==> src/rbc_pkg.sv <==
// package for the reconnect backoff controller
// holds event, outcome, phase and register codes plus shared structs
// no dependencies
package rbc_pkg;

    localparam int unsigned DELAY_W    = 26;
    localparam int unsigned WAITED_W   = 27;
    localparam int unsigned BASE_W     = 16;
    localparam int unsigned COUNT_W    = 8;
    localparam int unsigned OP_W       = 3;
    localparam int unsigned OUTCOME_W  = 2;
    localparam int unsigned PHASE_W    = 3;
    localparam int unsigned CFG_IDX_W  = 3;
    localparam int unsigned SHIFT_W    = 4;
    localparam int unsigned IN_DATA_W  = 8;
    localparam int unsigned OUT_DATA_W = 40;

    localparam logic [OP_W-1:0] OP_START   = 3'd0;
    localparam logic [OP_W-1:0] OP_STOP    = 3'd1;
    localparam logic [OP_W-1:0] OP_OUTCOME = 3'd2;
    localparam logic [OP_W-1:0] OP_LIVE    = 3'd3;
    localparam logic [OP_W-1:0] OP_DROP    = 3'd4;
    localparam logic [OP_W-1:0] OP_TICK    = 3'd5;

    localparam logic [OUTCOME_W-1:0] OC_OK           = 2'd0;
    localparam logic [OUTCOME_W-1:0] OC_BUILD_FAILED = 2'd1;
    localparam logic [OUTCOME_W-1:0] OC_START_FAILED = 2'd2;

    localparam logic [PHASE_W-1:0] PH_IDLE         = 3'd0;
    localparam logic [PHASE_W-1:0] PH_CONNECTING   = 3'd1;
    localparam logic [PHASE_W-1:0] PH_LIVE         = 3'd2;
    localparam logic [PHASE_W-1:0] PH_RECONNECTING = 3'd3;
    localparam logic [PHASE_W-1:0] PH_ERROR        = 3'd4;
    localparam logic [PHASE_W-1:0] PH_STOPPED      = 3'd5;

    localparam logic [CFG_IDX_W-1:0] REG_ENABLED     = 3'd0;
    localparam logic [CFG_IDX_W-1:0] REG_CREDENTIALS = 3'd1;
    localparam logic [CFG_IDX_W-1:0] REG_AUTO        = 3'd2;
    localparam logic [CFG_IDX_W-1:0] REG_MAX_RETRIES = 3'd3;
    localparam logic [CFG_IDX_W-1:0] REG_BASE_DELAY  = 3'd4;
    localparam logic [CFG_IDX_W-1:0] REG_MAX_DELAY   = 3'd5;

    localparam logic [SHIFT_W-1:0]  SHIFT_CAP = 4'd10;
    localparam logic [WAITED_W-1:0] TICK_MS   = 27'd100;

    localparam logic [COUNT_W-1:0] RST_MAX_RETRIES = 8'd5;
    localparam logic [BASE_W-1:0]  RST_BASE_DELAY  = 16'd2000;
    localparam logic [DELAY_W-1:0] RST_MAX_DELAY   = 26'd60000;

    typedef struct packed {
        logic               enabled;
        logic               credentials_present;
        logic               auto_reconnect;
        logic [COUNT_W-1:0] max_retries;
        logic [BASE_W-1:0]  base_delay_ms;
        logic [DELAY_W-1:0] max_delay_ms;
    } rbc_cfg_t;

    typedef struct packed {
        logic [OP_W-1:0]      operation;
        logic [OUTCOME_W-1:0] launch_outcome;
    } rbc_event_t;

    typedef struct packed {
        logic               retries_exhausted;
        logic [COUNT_W-1:0] attempt_number;
        logic [DELAY_W-1:0] retry_delay_ms;
        logic               start_taken;
        logic               launch_request;
        logic [PHASE_W-1:0] link_state;
    } rbc_result_t;

endpackage

==> src/rbc_cfg_regs.sv <==
// configuration registers of the reconnect backoff controller
// depends on rbc_pkg
module rbc_cfg_regs
    import rbc_pkg::*;
(
    input  logic                 clk,
    input  logic                 rst_n,
    input  logic                 cfg_wen,
    input  logic [CFG_IDX_W-1:0] cfg_index,
    input  logic [DELAY_W-1:0]   cfg_wdata,
    output rbc_cfg_t             cfg
);

    rbc_cfg_t cfg_reg;

    always_ff @(posedge clk or negedge rst_n)
    begin
        if (!rst_n)
        begin
            cfg_reg.enabled             <= 1'b0;
            cfg_reg.credentials_present <= 1'b0;
            cfg_reg.auto_reconnect      <= 1'b1;
            cfg_reg.max_retries         <= RST_MAX_RETRIES;
            cfg_reg.base_delay_ms       <= RST_BASE_DELAY;
            cfg_reg.max_delay_ms        <= RST_MAX_DELAY;
        end
        else if (cfg_wen)
        begin
            case (cfg_index)
                REG_ENABLED:     cfg_reg.enabled             <= cfg_wdata[0];
                REG_CREDENTIALS: cfg_reg.credentials_present <= cfg_wdata[0];
                REG_AUTO:        cfg_reg.auto_reconnect      <= cfg_wdata[0];
                REG_MAX_RETRIES: cfg_reg.max_retries         <= cfg_wdata[COUNT_W-1:0];
                REG_BASE_DELAY:  cfg_reg.base_delay_ms       <= cfg_wdata[BASE_W-1:0];
                REG_MAX_DELAY:   cfg_reg.max_delay_ms        <= cfg_wdata;
                default:         ;
            endcase
        end
    end

    assign cfg = cfg_reg;

endmodule

==> src/rbc_in_stage.sv <==
// input register stage: holds one accepted event request
// depends on rbc_pkg
module rbc_in_stage
    import rbc_pkg::*;
(
    input  logic       clk,
    input  logic       rst_n,
    input  logic       in_valid,
    output logic       in_ready,
    input  rbc_event_t in_event,
    output logic       ev_valid,
    input  logic       ev_take,
    output rbc_event_t ev
);

    logic       valid_reg;
    rbc_event_t ev_reg;

    assign in_ready = !valid_reg || ev_take;

    always_ff @(posedge clk or negedge rst_n)
    begin
        if (!rst_n)
        begin
            valid_reg <= 1'b0;
        end
        else if (in_ready)
        begin
            valid_reg <= in_valid;
        end
    end

    always_ff @(posedge clk)
    begin
        if (in_ready && in_valid)
        begin
            ev_reg <= in_event;
        end
    end

    assign ev_valid = valid_reg;
    assign ev       = ev_reg;

endmodule

==> src/rbc_core.sv <==
// supervisor state and single-pass next-state logic with backoff delay
// depends on rbc_pkg
module rbc_core
    import rbc_pkg::*;
(
    input  logic        clk,
    input  logic        rst_n,
    input  logic        ev_fire,
    input  rbc_event_t  ev,
    input  rbc_cfg_t    cfg,
    output rbc_result_t res
);

    logic [PHASE_W-1:0]  phase_reg, phase_next;
    logic [COUNT_W-1:0]  attempt_reg, attempt_next;
    logic                stopping_reg, stopping_next;
    logic                wait_reg, wait_next;
    logic [WAITED_W-1:0] waited_reg, waited_next;
    logic [DELAY_W-1:0]  pending_reg, pending_next;
    logic                retry_launch_reg, retry_launch_next;

    logic                allow_retry;
    logic                exhausted;
    logic [SHIFT_W-1:0]  shift_amt;
    logic [DELAY_W-1:0]  shifted;
    logic [DELAY_W-1:0]  delay;
    logic [WAITED_W-1:0] waited_sum;
    logic                do_retry;

    // backoff delay from the attempt count before the event
    assign allow_retry = !stopping_reg && cfg.auto_reconnect;
    assign exhausted   = attempt_reg >= cfg.max_retries;
    assign shift_amt   = (attempt_reg < {4'd0, SHIFT_CAP}) ? attempt_reg[SHIFT_W-1:0]
                                                            : SHIFT_CAP;
    assign shifted     = {{(DELAY_W-BASE_W){1'b0}}, cfg.base_delay_ms} << shift_amt;
    assign delay       = (shifted > cfg.max_delay_ms) ? cfg.max_delay_ms : shifted;
    assign waited_sum  = waited_reg + TICK_MS;

    always_comb
    begin
        phase_next        = phase_reg;
        attempt_next      = attempt_reg;
        stopping_next     = stopping_reg;
        wait_next         = wait_reg;
        waited_next       = waited_reg;
        pending_next      = pending_reg;
        retry_launch_next = retry_launch_reg;
        do_retry          = 1'b0;
        res               = '0;

        case (ev.operation)
            OP_START:
            begin
                if (cfg.enabled)
                begin
                    if (!cfg.credentials_present)
                    begin
                        phase_next = PH_ERROR;
                    end
                    else
                    begin
                        res.start_taken    = 1'b1;
                        res.launch_request = 1'b1;
                        stopping_next      = 1'b0;
                        attempt_next       = '0;
                        phase_next         = PH_CONNECTING;
                        wait_next          = 1'b0;
                        waited_next        = '0;
                        pending_next       = '0;
                        retry_launch_next  = 1'b0;
                    end
                end
            end
            OP_STOP:
            begin
                stopping_next     = 1'b1;
                wait_next         = 1'b0;
                waited_next       = '0;
                pending_next      = '0;
                retry_launch_next = 1'b0;
                phase_next        = PH_STOPPED;
            end
            OP_OUTCOME:
            begin
                if (!stopping_reg)
                begin
                    if (retry_launch_reg)
                    begin
                        if (ev.launch_outcome == OC_OK)
                        begin
                            retry_launch_next = 1'b0;
                            phase_next        = PH_CONNECTING;
                        end
                        else if (ev.launch_outcome == OC_BUILD_FAILED ||
                                 ev.launch_outcome == OC_START_FAILED)
                        begin
                            retry_launch_next = 1'b0;
                            phase_next        = PH_ERROR;
                            do_retry          = 1'b1;
                        end
                    end
                    else if (ev.launch_outcome == OC_BUILD_FAILED)
                    begin
                        phase_next = PH_ERROR;
                    end
                    else if (ev.launch_outcome == OC_START_FAILED)
                    begin
                        phase_next = PH_ERROR;
                        do_retry   = 1'b1;
                    end
                end
            end
            OP_LIVE:
            begin
                if (!stopping_reg)
                begin
                    attempt_next = '0;
                    phase_next   = PH_LIVE;
                end
            end
            OP_DROP:
            begin
                if (stopping_reg)
                begin
                    phase_next = PH_STOPPED;
                end
                else
                begin
                    phase_next = PH_RECONNECTING;
                    do_retry   = 1'b1;
                end
            end
            OP_TICK:
            begin
                if (wait_reg && !stopping_reg)
                begin
                    waited_next = waited_sum;
                    if (waited_sum >= {1'b0, pending_reg})
                    begin
                        wait_next          = 1'b0;
                        waited_next        = '0;
                        retry_launch_next  = 1'b1;
                        res.launch_request = 1'b1;
                    end
                end
            end
            default:
            begin
            end
        endcase

        if (do_retry && allow_retry)
        begin
            if (exhausted)
            begin
                phase_next            = PH_ERROR;
                res.retries_exhausted = 1'b1;
            end
            else
            begin
                attempt_next       = attempt_reg + 8'd1;
                phase_next         = PH_RECONNECTING;
                wait_next          = 1'b1;
                waited_next        = '0;
                pending_next       = delay;
                res.retry_delay_ms = delay;
                res.attempt_number = attempt_reg + 8'd1;
                // zero delay launches at once
                if (delay == '0)
                begin
                    wait_next          = 1'b0;
                    retry_launch_next  = 1'b1;
                    res.launch_request = 1'b1;
                end
            end
        end

        res.link_state = phase_next;
    end

    always_ff @(posedge clk or negedge rst_n)
    begin
        if (!rst_n)
        begin
            phase_reg        <= PH_IDLE;
            attempt_reg      <= '0;
            stopping_reg     <= 1'b0;
            wait_reg         <= 1'b0;
            waited_reg       <= '0;
            pending_reg      <= '0;
            retry_launch_reg <= 1'b0;
        end
        else if (ev_fire)
        begin
            phase_reg        <= phase_next;
            attempt_reg      <= attempt_next;
            stopping_reg     <= stopping_next;
            wait_reg         <= wait_next;
            waited_reg       <= waited_next;
            pending_reg      <= pending_next;
            retry_launch_reg <= retry_launch_next;
        end
    end

endmodule

==> src/rbc_out_stage.sv <==
// result register stage toward the output stream
// depends on rbc_pkg
module rbc_out_stage
    import rbc_pkg::*;
(
    input  logic        clk,
    input  logic        rst_n,
    input  logic        res_valid,
    output logic        res_ready,
    input  rbc_result_t res,
    output logic        out_valid,
    input  logic        out_ready,
    output rbc_result_t out_res
);

    logic        valid_reg;
    rbc_result_t res_reg;

    assign res_ready = !valid_reg || out_ready;

    always_ff @(posedge clk or negedge rst_n)
    begin
        if (!rst_n)
        begin
            valid_reg <= 1'b0;
        end
        else if (res_ready)
        begin
            valid_reg <= res_valid;
        end
    end

    always_ff @(posedge clk)
    begin
        if (res_ready && res_valid)
        begin
            res_reg <= res;
        end
    end

    assign out_valid = valid_reg;
    assign out_res   = res_reg;

endmodule

==> src/reconnect_backoff_controller_top.sv <==
// Reconnect backoff controller: one event request enters per clock when the
// output side keeps up; an accepted request passes the input register, and
// its result is written to the result register by the same state update that
// changes the link state, attempt count and retry wait. The backoff delay is
// min(base << min(attempt, 10), max) and is waited out in 100 ms ticks.
// depends on rbc_pkg, rbc_cfg_regs, rbc_in_stage, rbc_core, rbc_out_stage
module reconnect_backoff_controller_top
    import rbc_pkg::*;
(
    input  logic                  clk,
    input  logic                  rst_n,
    input  logic                  cfg_wen,
    input  logic [CFG_IDX_W-1:0]  cfg_index,
    input  logic [DELAY_W-1:0]    cfg_wdata,
    input  logic                  s_tvalid,
    output logic                  s_tready,
    input  logic [IN_DATA_W-1:0]  s_tdata,   // launch_outcome[1:0], zero pad
    input  logic [OP_W-1:0]       s_tuser,   // operation[2:0]
    output logic                  m_tvalid,
    input  logic                  m_tready,
    // link_state[2:0], launch_request[3], start_taken[4],
    // retry_delay_ms[30:5], attempt_number[38:31], retries_exhausted[39]
    output logic [OUT_DATA_W-1:0] m_tdata
);

    rbc_cfg_t    cfg;
    rbc_event_t  in_event;
    rbc_event_t  ev;
    rbc_result_t res;
    rbc_result_t out_res;
    logic        ev_valid;
    logic        res_ready;
    logic        ev_fire;

    assign in_event.operation      = s_tuser;
    assign in_event.launch_outcome = s_tdata[OUTCOME_W-1:0];
    assign ev_fire                 = ev_valid && res_ready;

    rbc_cfg_regs u_cfg (
        .clk       (clk),
        .rst_n     (rst_n),
        .cfg_wen   (cfg_wen),
        .cfg_index (cfg_index),
        .cfg_wdata (cfg_wdata),
        .cfg       (cfg)
    );

    rbc_in_stage u_in (
        .clk      (clk),
        .rst_n    (rst_n),
        .in_valid (s_tvalid),
        .in_ready (s_tready),
        .in_event (in_event),
        .ev_valid (ev_valid),
        .ev_take  (res_ready),
        .ev       (ev)
    );

    rbc_core u_core (
        .clk     (clk),
        .rst_n   (rst_n),
        .ev_fire (ev_fire),
        .ev      (ev),
        .cfg     (cfg),
        .res     (res)
    );

    rbc_out_stage u_out (
        .clk       (clk),
        .rst_n     (rst_n),
        .res_valid (ev_valid),
        .res_ready (res_ready),
        .res       (res),
        .out_valid (m_tvalid),
        .out_ready (m_tready),
        .out_res   (out_res)
    );

    assign m_tdata = out_res;

endmodule

==> config.mk <==
export PLATFORM = sky130hd
export DESIGN_NAME = reconnect_backoff_controller_top
export DESIGN_NICKNAME = d
export VERILOG_FILES = /design/src/rbc_pkg.sv /design/src/rbc_cfg_regs.sv /design/src/rbc_in_stage.sv /design/src/rbc_core.sv /design/src/rbc_out_stage.sv /design/src/reconnect_backoff_controller_top.sv
export SDC_FILE = /design/constraint.sdc
export NUM_CORES = 1
export LEC_CHECK = 0
export BUFFER_PORTS_ARGS = -buffer_cell sky130_fd_sc_hd__buf_4
export CORE_ASPECT_RATIO = 1.25
export CORE_MARGIN = 3
export CORE_UTILIZATION = 45
export CTS_CLUSTER_SIZE = 40
export DETAILED_ROUTE_END_ITERATION = 6
export GPL_TIMING_DRIVEN = 0
export PLACE_DENSITY_LB_ADDON = 0.2
export SLEW_MARGIN = 10
export SYNTH_ARGS = -nofsm -noshare
export SYNTH_HDL_FRONTEND = slang
export SYNTH_SLANG_ARGS = --single-unit
==> constraint.sdc <==
create_clock -name clk -period 4.3 [get_ports clk]
set_input_delay 0.86 -clock clk [delete_from_list [all_inputs] [get_ports clk]]
set_output_delay 0.86 -clock clk [all_outputs]
set_load 0.1 [all_outputs]
==> impl_results.md, run 1 <==
* Status: finished with violations
* Failing checks: setup timing
* Post-Synthesis Cells at ~1.1k
* Commonest non-fill, non-tap cell in the layout: buf_4
* Max_slew headroom at 46.68%
* Post-Syn Area at 0.01034 sq mm
* WP data required at 4.66 ns
* CTS Buf Count at 17
* Met1 Usage GRT at 34.88%
* Global router's overall resource usage at about a quarter
* Clock latency on the worst-skew pair at around 0.44 ns
* Ys async rst share at 73.05%
* Chip width at roughly 140 um
* Reg-to-Reg End: u_core.retry_launch_reg
* Die footprint at 0.02486 sq mm
* CTS Hold Bufs at 0
* Critical Path End Type: flip-flop
* FF-to-FF path depth at 20
* Top FF cell, synth: dfrtp_1
* Routed wire length at 32.98 mm
* DRC Markers at 0
* Worst Skew at around 0.019 ns
* Final setup TNS at -14.94 ns
* Via/cell ratio at 5.997
* Post-synth net total at around 1.2k
* Syn_area_per_cell at 9.526 sq um
* WS Path Type: reg -> reg
* Crit start category: flip-flop
* Flip-flop count of the largest register after layout at 53
* Initial core utilization at 46.10%
* Filler Cell Count at 1,955
* Worst vdd ir at 0.0002471 V
* Endpoints failing setup at 55
* Setup WS pre-CTS at -1.737 ns
* Most frequent cells in the layout: buf_4 (130), dfrtp_1 (100), inv_1 (79), nand2_1 (79), nor2_1 (72)
* Wire per inst at around 21 um
* Slew @ Worst Pin at 0.7998 ns
* Critical Path Start: u_core.attempt_reg[7]
* Grt met2 use at a little over two fifths
* Grt met3 use at under 10%
* Synth Warn # at 0
* Vias at 9,266
* Largest net degree at the start of global routing at 76
* Crit path max fanout at 8
* Class of the worst hold path: in -> async
* Fmax at 206.2 MHz
* Fraction of final layout cells sized beyond drive strength 1 at between 30% and 40%
* Netlist cell types at 72
* Crit path DAT at 5.20 ns
* Fin. max-slew vios at 0
* Fin. Hold Viols at 0
* Flop2flop setup slack at -0.55 ns
* RSZ-0062 raised after global routing: yes
* Nets at between 1k and 1.5k
* FF-to-FF Start: u_core.attempt_reg[7]
* CTS tree: built
* Core Area at between 0.02 and 0.025 sq mm
* Sequential share of the synthesized area at 42.77%
* CTS root buf: clkbuf_16
* Port Buffers at 80
* Antenna Nets Post-Route at 0
* Routability cong. at 0.9997
* Synth Register Bits at 167
* Final worst slack at -0.5495 ns
* Most Used Layer, Global Route: met2
* Final period util at 112.8%
* Post-synth EDFFs at between 40 and 50
* CTS Sinks at approximately 170
* Total power at 5.483 mW
* Area delta synth->final at 31.47%
* Max Cap Violations at 0
* Pwr dens at 403.1 mW/mm^2
* Die H at approximately 180 um
* P_leak at 5.696 nW
* Overflow after GRT at 0
* Row count at 61
* Iter 0 DRT Violations at 915
* Crit path time final at 4.850 ns
* DP HPWL at 23.63 mm
* Worst hold margin at 0.3490 ns
* First-pass GRT wire length at 50.49 mm
* DRT Pass-1 Iters at 5
* Final Cell Area at 0.01360 sq mm
* Initial antenna violation count at 0
* H-tree depth at 4
* Placement Cell Area at around 0.011 sq mm
* Vias in the first global route at 9,036
* Clock transition at path regs at 0.07 ns
* CTS Buffer Depth at 2
* Top-Level Pins at 87
* ANT cells at 0
kinds of logic (layout without fill, tap and decap cells):
group           count (synthesis)  after routing  synth area share, %
simple gates                  340            340                15.95
compound gates                266            266                17.07
flops                         167            167                42.77
buf+inv                       135            311                5.031
mux                            81             81                8.539
fa+ha+maj                      67             67                8.103
xor+xnor                       30             30                2.540
through the flow:
step	cells	utilization [%]
2_1_floorplan	1086	-
3_3_place_gp	1449	50.45
3_5_place_dp	1451	50.69
4_1_cts	1523	57.25
5_1_grt	1545	60.61
6_report	1545	60.61
metal layers:
metal	up-vias	wire length, um
met3	104	1683
met1	4527	13990
li1	4278	-
met2	357	15800
met4	0	1511
met5	-	0
worst max path at each step:
| stage | endpoint | slack [ns] | cells after the start |
|---|---|---|---|
| 6_report | u_core.retry_launch_reg | -0.55 | 20 |
| 3_3_place_gp | u_core.wait_reg | -1.78 | 19 |
| 2_1_floorplan | u_core.wait_reg | 0.006 | 18 |
| 5_1_grt | u_out.out_res[3] | -0.57 | 20 |
| 4_1_cts | u_core.retry_launch_reg | -0.35 | 20 |
| 3_5_place_dp | u_core.wait_reg | -1.74 | 19 |
area by class of cell:
class | count | area [sq um] | share of cell area (%)
well taps | 283 | 354.1 | 2.604
plain buffers | 53 | 349.1 | 2.567
inverters | 80 | 300.3 | 2.208
clock inverters | 13 | 145.1 | 1.067
clock buffers | 19 | 432.9 | 3.183
multi-input cells | 784 | 6355 | 46.73
repair buffers | 146 | 1232 | 9.062
flip-flops and latches | 167 | 4432 | 32.59
where the power goes:
| group | switching [mW] | internal, mW | total [mW] | leakage (nW) |
|---|---|---|---|---|
| sequential | 0.212 | 1.85 | 2.07 | 1.99 |
| clock | 0.687 | 0.864 | 1.55 | 0.272 |
| combinational | 1.13 | 0.734 | 1.87 | 3.43 |
| total | 2.03 | 3.45 | 5.48 | 5.70 |
critical path: stages (launching register included):
cell and delay, ns:
dfrtp_2 0.45, or4_4 0.56, buf_12 0.17, nor2_4 0.22
buf_6 0.14, a31oi_4 0.08, o221ai_4 0.25, a22oi_2 0.17
ha_1 0.34, a21oi_1 0.20, o21ai_2 0.10, nor4b_4 0.14
a2111oi_4 0.39, a22o_1 0.25, buf_8 0.15, mux2i_4 0.24
o211ai_1 0.20, a2111oi_4 0.35, buf_4 0.22, nor2_4 0.03
o21ai_2 0.11
synth_stat cells (5+ instances only):
cell type | instances | area [sq um]
xnor2_1 | 19 | 166.4
a211o_1 | 5 | 43.79
nand3_1 | 37 | 185.2
nor2b_1 | 6 | 37.54
o31ai_1 | 5 | 37.54
o22ai_1 | 6 | 37.54
o211ai_1 | 7 | 52.55
o21a_1 | 5 | 37.54
inv_1 | 80 | 300.3
mux2_2 | 58 | 653.1
a21oi_1 | 63 | 315.3
o221ai_1 | 5 | 43.79
nand4_1 | 17 | 106.4
nor3_1 | 15 | 75.07
edfxtp_1 | 45 | 1351
nor2_1 | 105 | 394.1
o21ai_0 | 59 | 295.3
buf_2 | 8 | 40.04
ha_1 | 67 | 838.3
and2_1 | 5 | 31.28
and3_1 | 10 | 62.56
nand2b_1 | 15 | 93.84
nor4_1 | 16 | 100.1
mux2i_1 | 23 | 230.2
nand2_1 | 84 | 315.3
a31oi_1 | 20 | 125.1
clkbuf_1 | 40 | 150.1
dfstp_2 | 16 | 420.4
buf_1 | 6 | 22.52
a22o_1 | 24 | 210.2
a211oi_1 | 7 | 52.55
a21o_1 | 16 | 120.1
dfrtp_1 | 106 | 2653
xor2_1 | 11 | 96.34
repair_timing:
action | in CTS | in global routing
resized for setup | 137 | 136
gates cloned | 2 | 3
pin swaps | 31 | 35
setup endpoints to repair | 78 | 81
setup buffers | 39 | 20
(Power assumes the default switching activity.)
==> run 2, diff against run 1 <==
==> constraint.sdc (replaced) <==
create_clock -name clk -period 4.3 [get_ports clk]
set_input_delay 0.43 -clock clk [delete_from_list [all_inputs] [get_ports clk]]
set_output_delay 0.43 -clock clk [all_outputs]
set_load 0.1 [all_outputs]
==> run 2 against run 1 <==
The run still ends with setup timing left. Maximum frequency increased by 0.75%. Via count hardly changed. Sequential cell count stayed put. Global-route usage about the same. Worst setup slack better by 0.036 ns. Combinational power barely moved. Register-to-register slack better by 0.04 ns. Largest power group unchanged.
==> impl_results.md, run 2 (synthesis gave the netlist of run 1 again) <==
* Crit path buf inv count at 4 (unchanged)
* Wire per inst at 21.34 um (about the same)
* Crit path max fanout at 8 (unchanged)
* Largest net degree at the start of global routing at 76 (unchanged)
* Placement Cell Area at 0.01137 sq mm (unchanged)
* Failing checks: setup timing
* FF-to-FF Start: u_core.attempt_reg[7]
* Core Area at 0.02244 sq mm (unchanged)
* Total power at 5.483 mW (about the same)
* Die H at 175.5 um (unchanged)
* CTS Sinks at 167 (unchanged)
* Crit path DAT at 5.17 ns (-0.03 ns)
* CTS root buf: clkbuf_16
* Vias in the first global route at 9,048 (+0.13%)
* ANT cells at 0 (unchanged)
* Antenna Nets Post-Route at 0 (unchanged)
* DRC Markers at 0 (unchanged)
* Int Power at 3.453 mW (about the same)
* Final period util at 111.9% (-0.83 points)
* CTS Buffer Depth at 2 (unchanged)
* Routability cong. at 0.9997 (unchanged)
* Fmax at 207.7 MHz (+0.75%)
* Crit path time final at 4.814 ns (-0.03589 ns)
* Worst vdd ir at 0.0002470 V (about the same)
* First-pass GRT wire length at 50.51 mm (about the same)
* CTS Buf Count at 17 (unchanged)
* Switching power at 2.030 mW (about the same)
* Most frequent cells in the layout: buf_4 (130), dfrtp_1 (100), inv_1 (79), nand2_1 (79), nor2_1 (72)
* CP peak stage delay at 0.56 ns (about the same)
* DRT Pass-1 Iters at 6 (+1)
* Port Buffers at 80 (unchanged)
* Pwr dens at 402.8 mW/mm^2 (about the same)
* Fin. max-slew vios at 0 (unchanged)
* Die footprint at 0.02486 sq mm (unchanged)
* Top-Level Pins at 87 (unchanged)
* Flip-flop count of the largest register after layout at 53 (unchanged)
* Initial antenna violation count at 0 (unchanged)
* Max Cap Violations at 0 (unchanged)
* Levels on crit path at 20 (unchanged)
* Commonest non-fill, non-tap cell in the layout: buf_4
* Hold EP: u_in.ev[3]
* Final Cell Area at 0.01361 sq mm (about the same)
* P_leak at 5.700 nW (about the same)
* Max_slew headroom at 47.67% (+0.99 points)
* Fin util at 60.66% (about the same)
* Slew @ Worst Pin at 0.7850 ns (-0.01478 ns)
* Final worst slack at -0.5136 ns (+0.03589 ns)
* RSZ-0062 raised after global routing: yes
* Worst Min Path Start: s_tuser[1]
* Crit start category: flip-flop
* Final Non-Filler Cells at 1,546 (+0.065%)
* Class of the worst hold path: in -> reg
* Critical Path Start: u_core.attempt_reg[7]
* Overflow after GRT at 0 (unchanged)
* Filler Cell Count at 1,954 (-0.051%)
* Via/cell ratio at 5.998 (about the same)
* Worst hold margin at 0.1648 ns (-0.1842 ns)
* Clock transition at path regs at 0.07 ns (about the same)
* Status: finished with violations
* Endpoints failing setup at 54 (-1.8%)
* Initial core utilization at 46.10% (unchanged)
* Global router's overall resource usage at 26.02% (about the same)
* Worst Skew at 0.01794 ns (-0.001097 ns)
* Clock power frac at 28.3% (about the same)
* Routed wire length at 33.00 mm (about the same)
* WP data required at 4.66 ns (about the same)
* Nets at 1,362 (+0.073%)
* WS Path Type: reg -> reg
* Top delay family on crit path: compound AO/OA/AOI/OAI gates
* Comb power frac at 34.0% (about the same)
* CTS tree: built
* Switching fraction of total power at 37.02% (about the same)
* FF-to-FF path depth at 20 (unchanged)
* Flop2flop setup slack at -0.51 ns (+0.04 ns)
* WHS Path Cells at 1
* Vias at 9,273 (+0.076%)
* CP max stage cell: or4_4
* DP HPWL at 23.63 mm (unchanged)
* H-tree depth at 4 (unchanged)
* Row count at 61 (unchanged)
* Critical Path End Type: flip-flop
* Placed cells at 1,451 (unchanged)
* Iter 0 DRT Violations at 952 (+4.0%)
* Reg-to-Reg End: u_core.retry_launch_reg
* Fin. Hold Viols at 0 (unchanged)
* Clock latency on the worst-skew pair at 0.44 ns (about the same)
* Chip width at 141.6 um (unchanged)
* Area delta synth->final at 31.57% (about the same)
* Sequential share of power at 37.7% (about the same)
* Fraction of final layout cells sized beyond drive strength 1 at 32.94% (about the same)
* Crit path cell chain: or4_4 > buf_12 > nor2_4 > buf_6 > a31oi_4 > o221ai_4 > a22oi_2 > ha_1 > a21oi_1 > o21ai_2 > nor4b_4 > a2111oi_4 > a22o_1 > buf_8 > mux2i_4 > o211ai_1 > a2111oi_4 > buf_4 > nor2_4 > o21ai_2
-- run 2: power groups by stage --
stage	sequential (mW)	clock (mW)	combinational (mW)
global placement	2.06	0	1.47
detailed placement	2.07	0	1.49
global route	2.08	1.63	2.01
CTS	2.05	1.56	1.67
finish	2.07	1.55	1.87
floorplan	2.20	0	0.902
-- run 2: timing repair --
action                                  4_1_cts  5_1_grt
gates resized for setup                     137      136
cloned                                        2        3
endpoints found under the setup margin       78       81
pin swaps                                    31       35
hold buffers                                  1        0
buffers inserted                             39       20
endpoints found under the hold margin        36        0
-- run 2: through the flow --
stage / setup TNS, ns / worst slack, ns
6_report: -13.62 / -0.5136
5_1_grt: -18.73 / -0.5652
4_1_cts: -2.128 / -0.3488
3_5_place_dp: -86.16 / -1.737
3_3_place_gp: -88.55 / -1.776
2_1_floorplan: 0 / 0.006051
-- run 2: worst max path at each step --
| stage | end | slack (ns) |
|---|---|---|
| floorplan | u_core.wait_reg | 0.006 |
| global placement | u_core.wait_reg | -1.78 |
| detailed placement | u_core.wait_reg | -1.74 |
| CTS | u_core.retry_launch_reg | -0.35 |
| global route | u_out.out_res[3] | -0.57 |
| finish | u_core.retry_launch_reg | -0.51 |
-- run 2: layer usage --
metal / GRT usage (%) / up-vias / share of wire, %
li1: - / 4277 / -
met1: 34.88 / 4506 / 42
met2: 42.46 / 383 / 48
met3: 3.077 / 107 / 5.4
met4: 11.40 / 0 / 4.7
met5: 0 / - / 0
-- run 2: area by class of cell --
class,count,area (sq um),share of cell area (%)
Sequential cell,167,4432,32.56
Buffer,53,349.1,2.565
Multi-Input combinational cell,784,6355,46.69
Inverter,80,300.3,2.206
Tap cell,283,354.1,2.602
Clock inverter,13,145.1,1.066
Clock buffer,19,432.9,3.181
Timing Repair Buffer,147,1242,9.128
-- run 2: worst reg2reg max path, cell delays in order, from the launching register on --
cell and delay [ns]:
dfrtp_2 0.44, or4_4 0.56, buf_12 0.17, nor2_4 0.23, buf_6 0.14, a31oi_4 0.08
o221ai_4 0.24, a22oi_2 0.17, ha_1 0.34, a21oi_1 0.20, o21ai_2 0.10, nor4b_4 0.15
a2111oi_4 0.39, a22o_1 0.25, buf_8 0.15, mux2i_4 0.23, o211ai_1 0.19, a2111oi_4 0.35
buf_4 0.22, nor2_4 0.04, o21ai_2 0.11
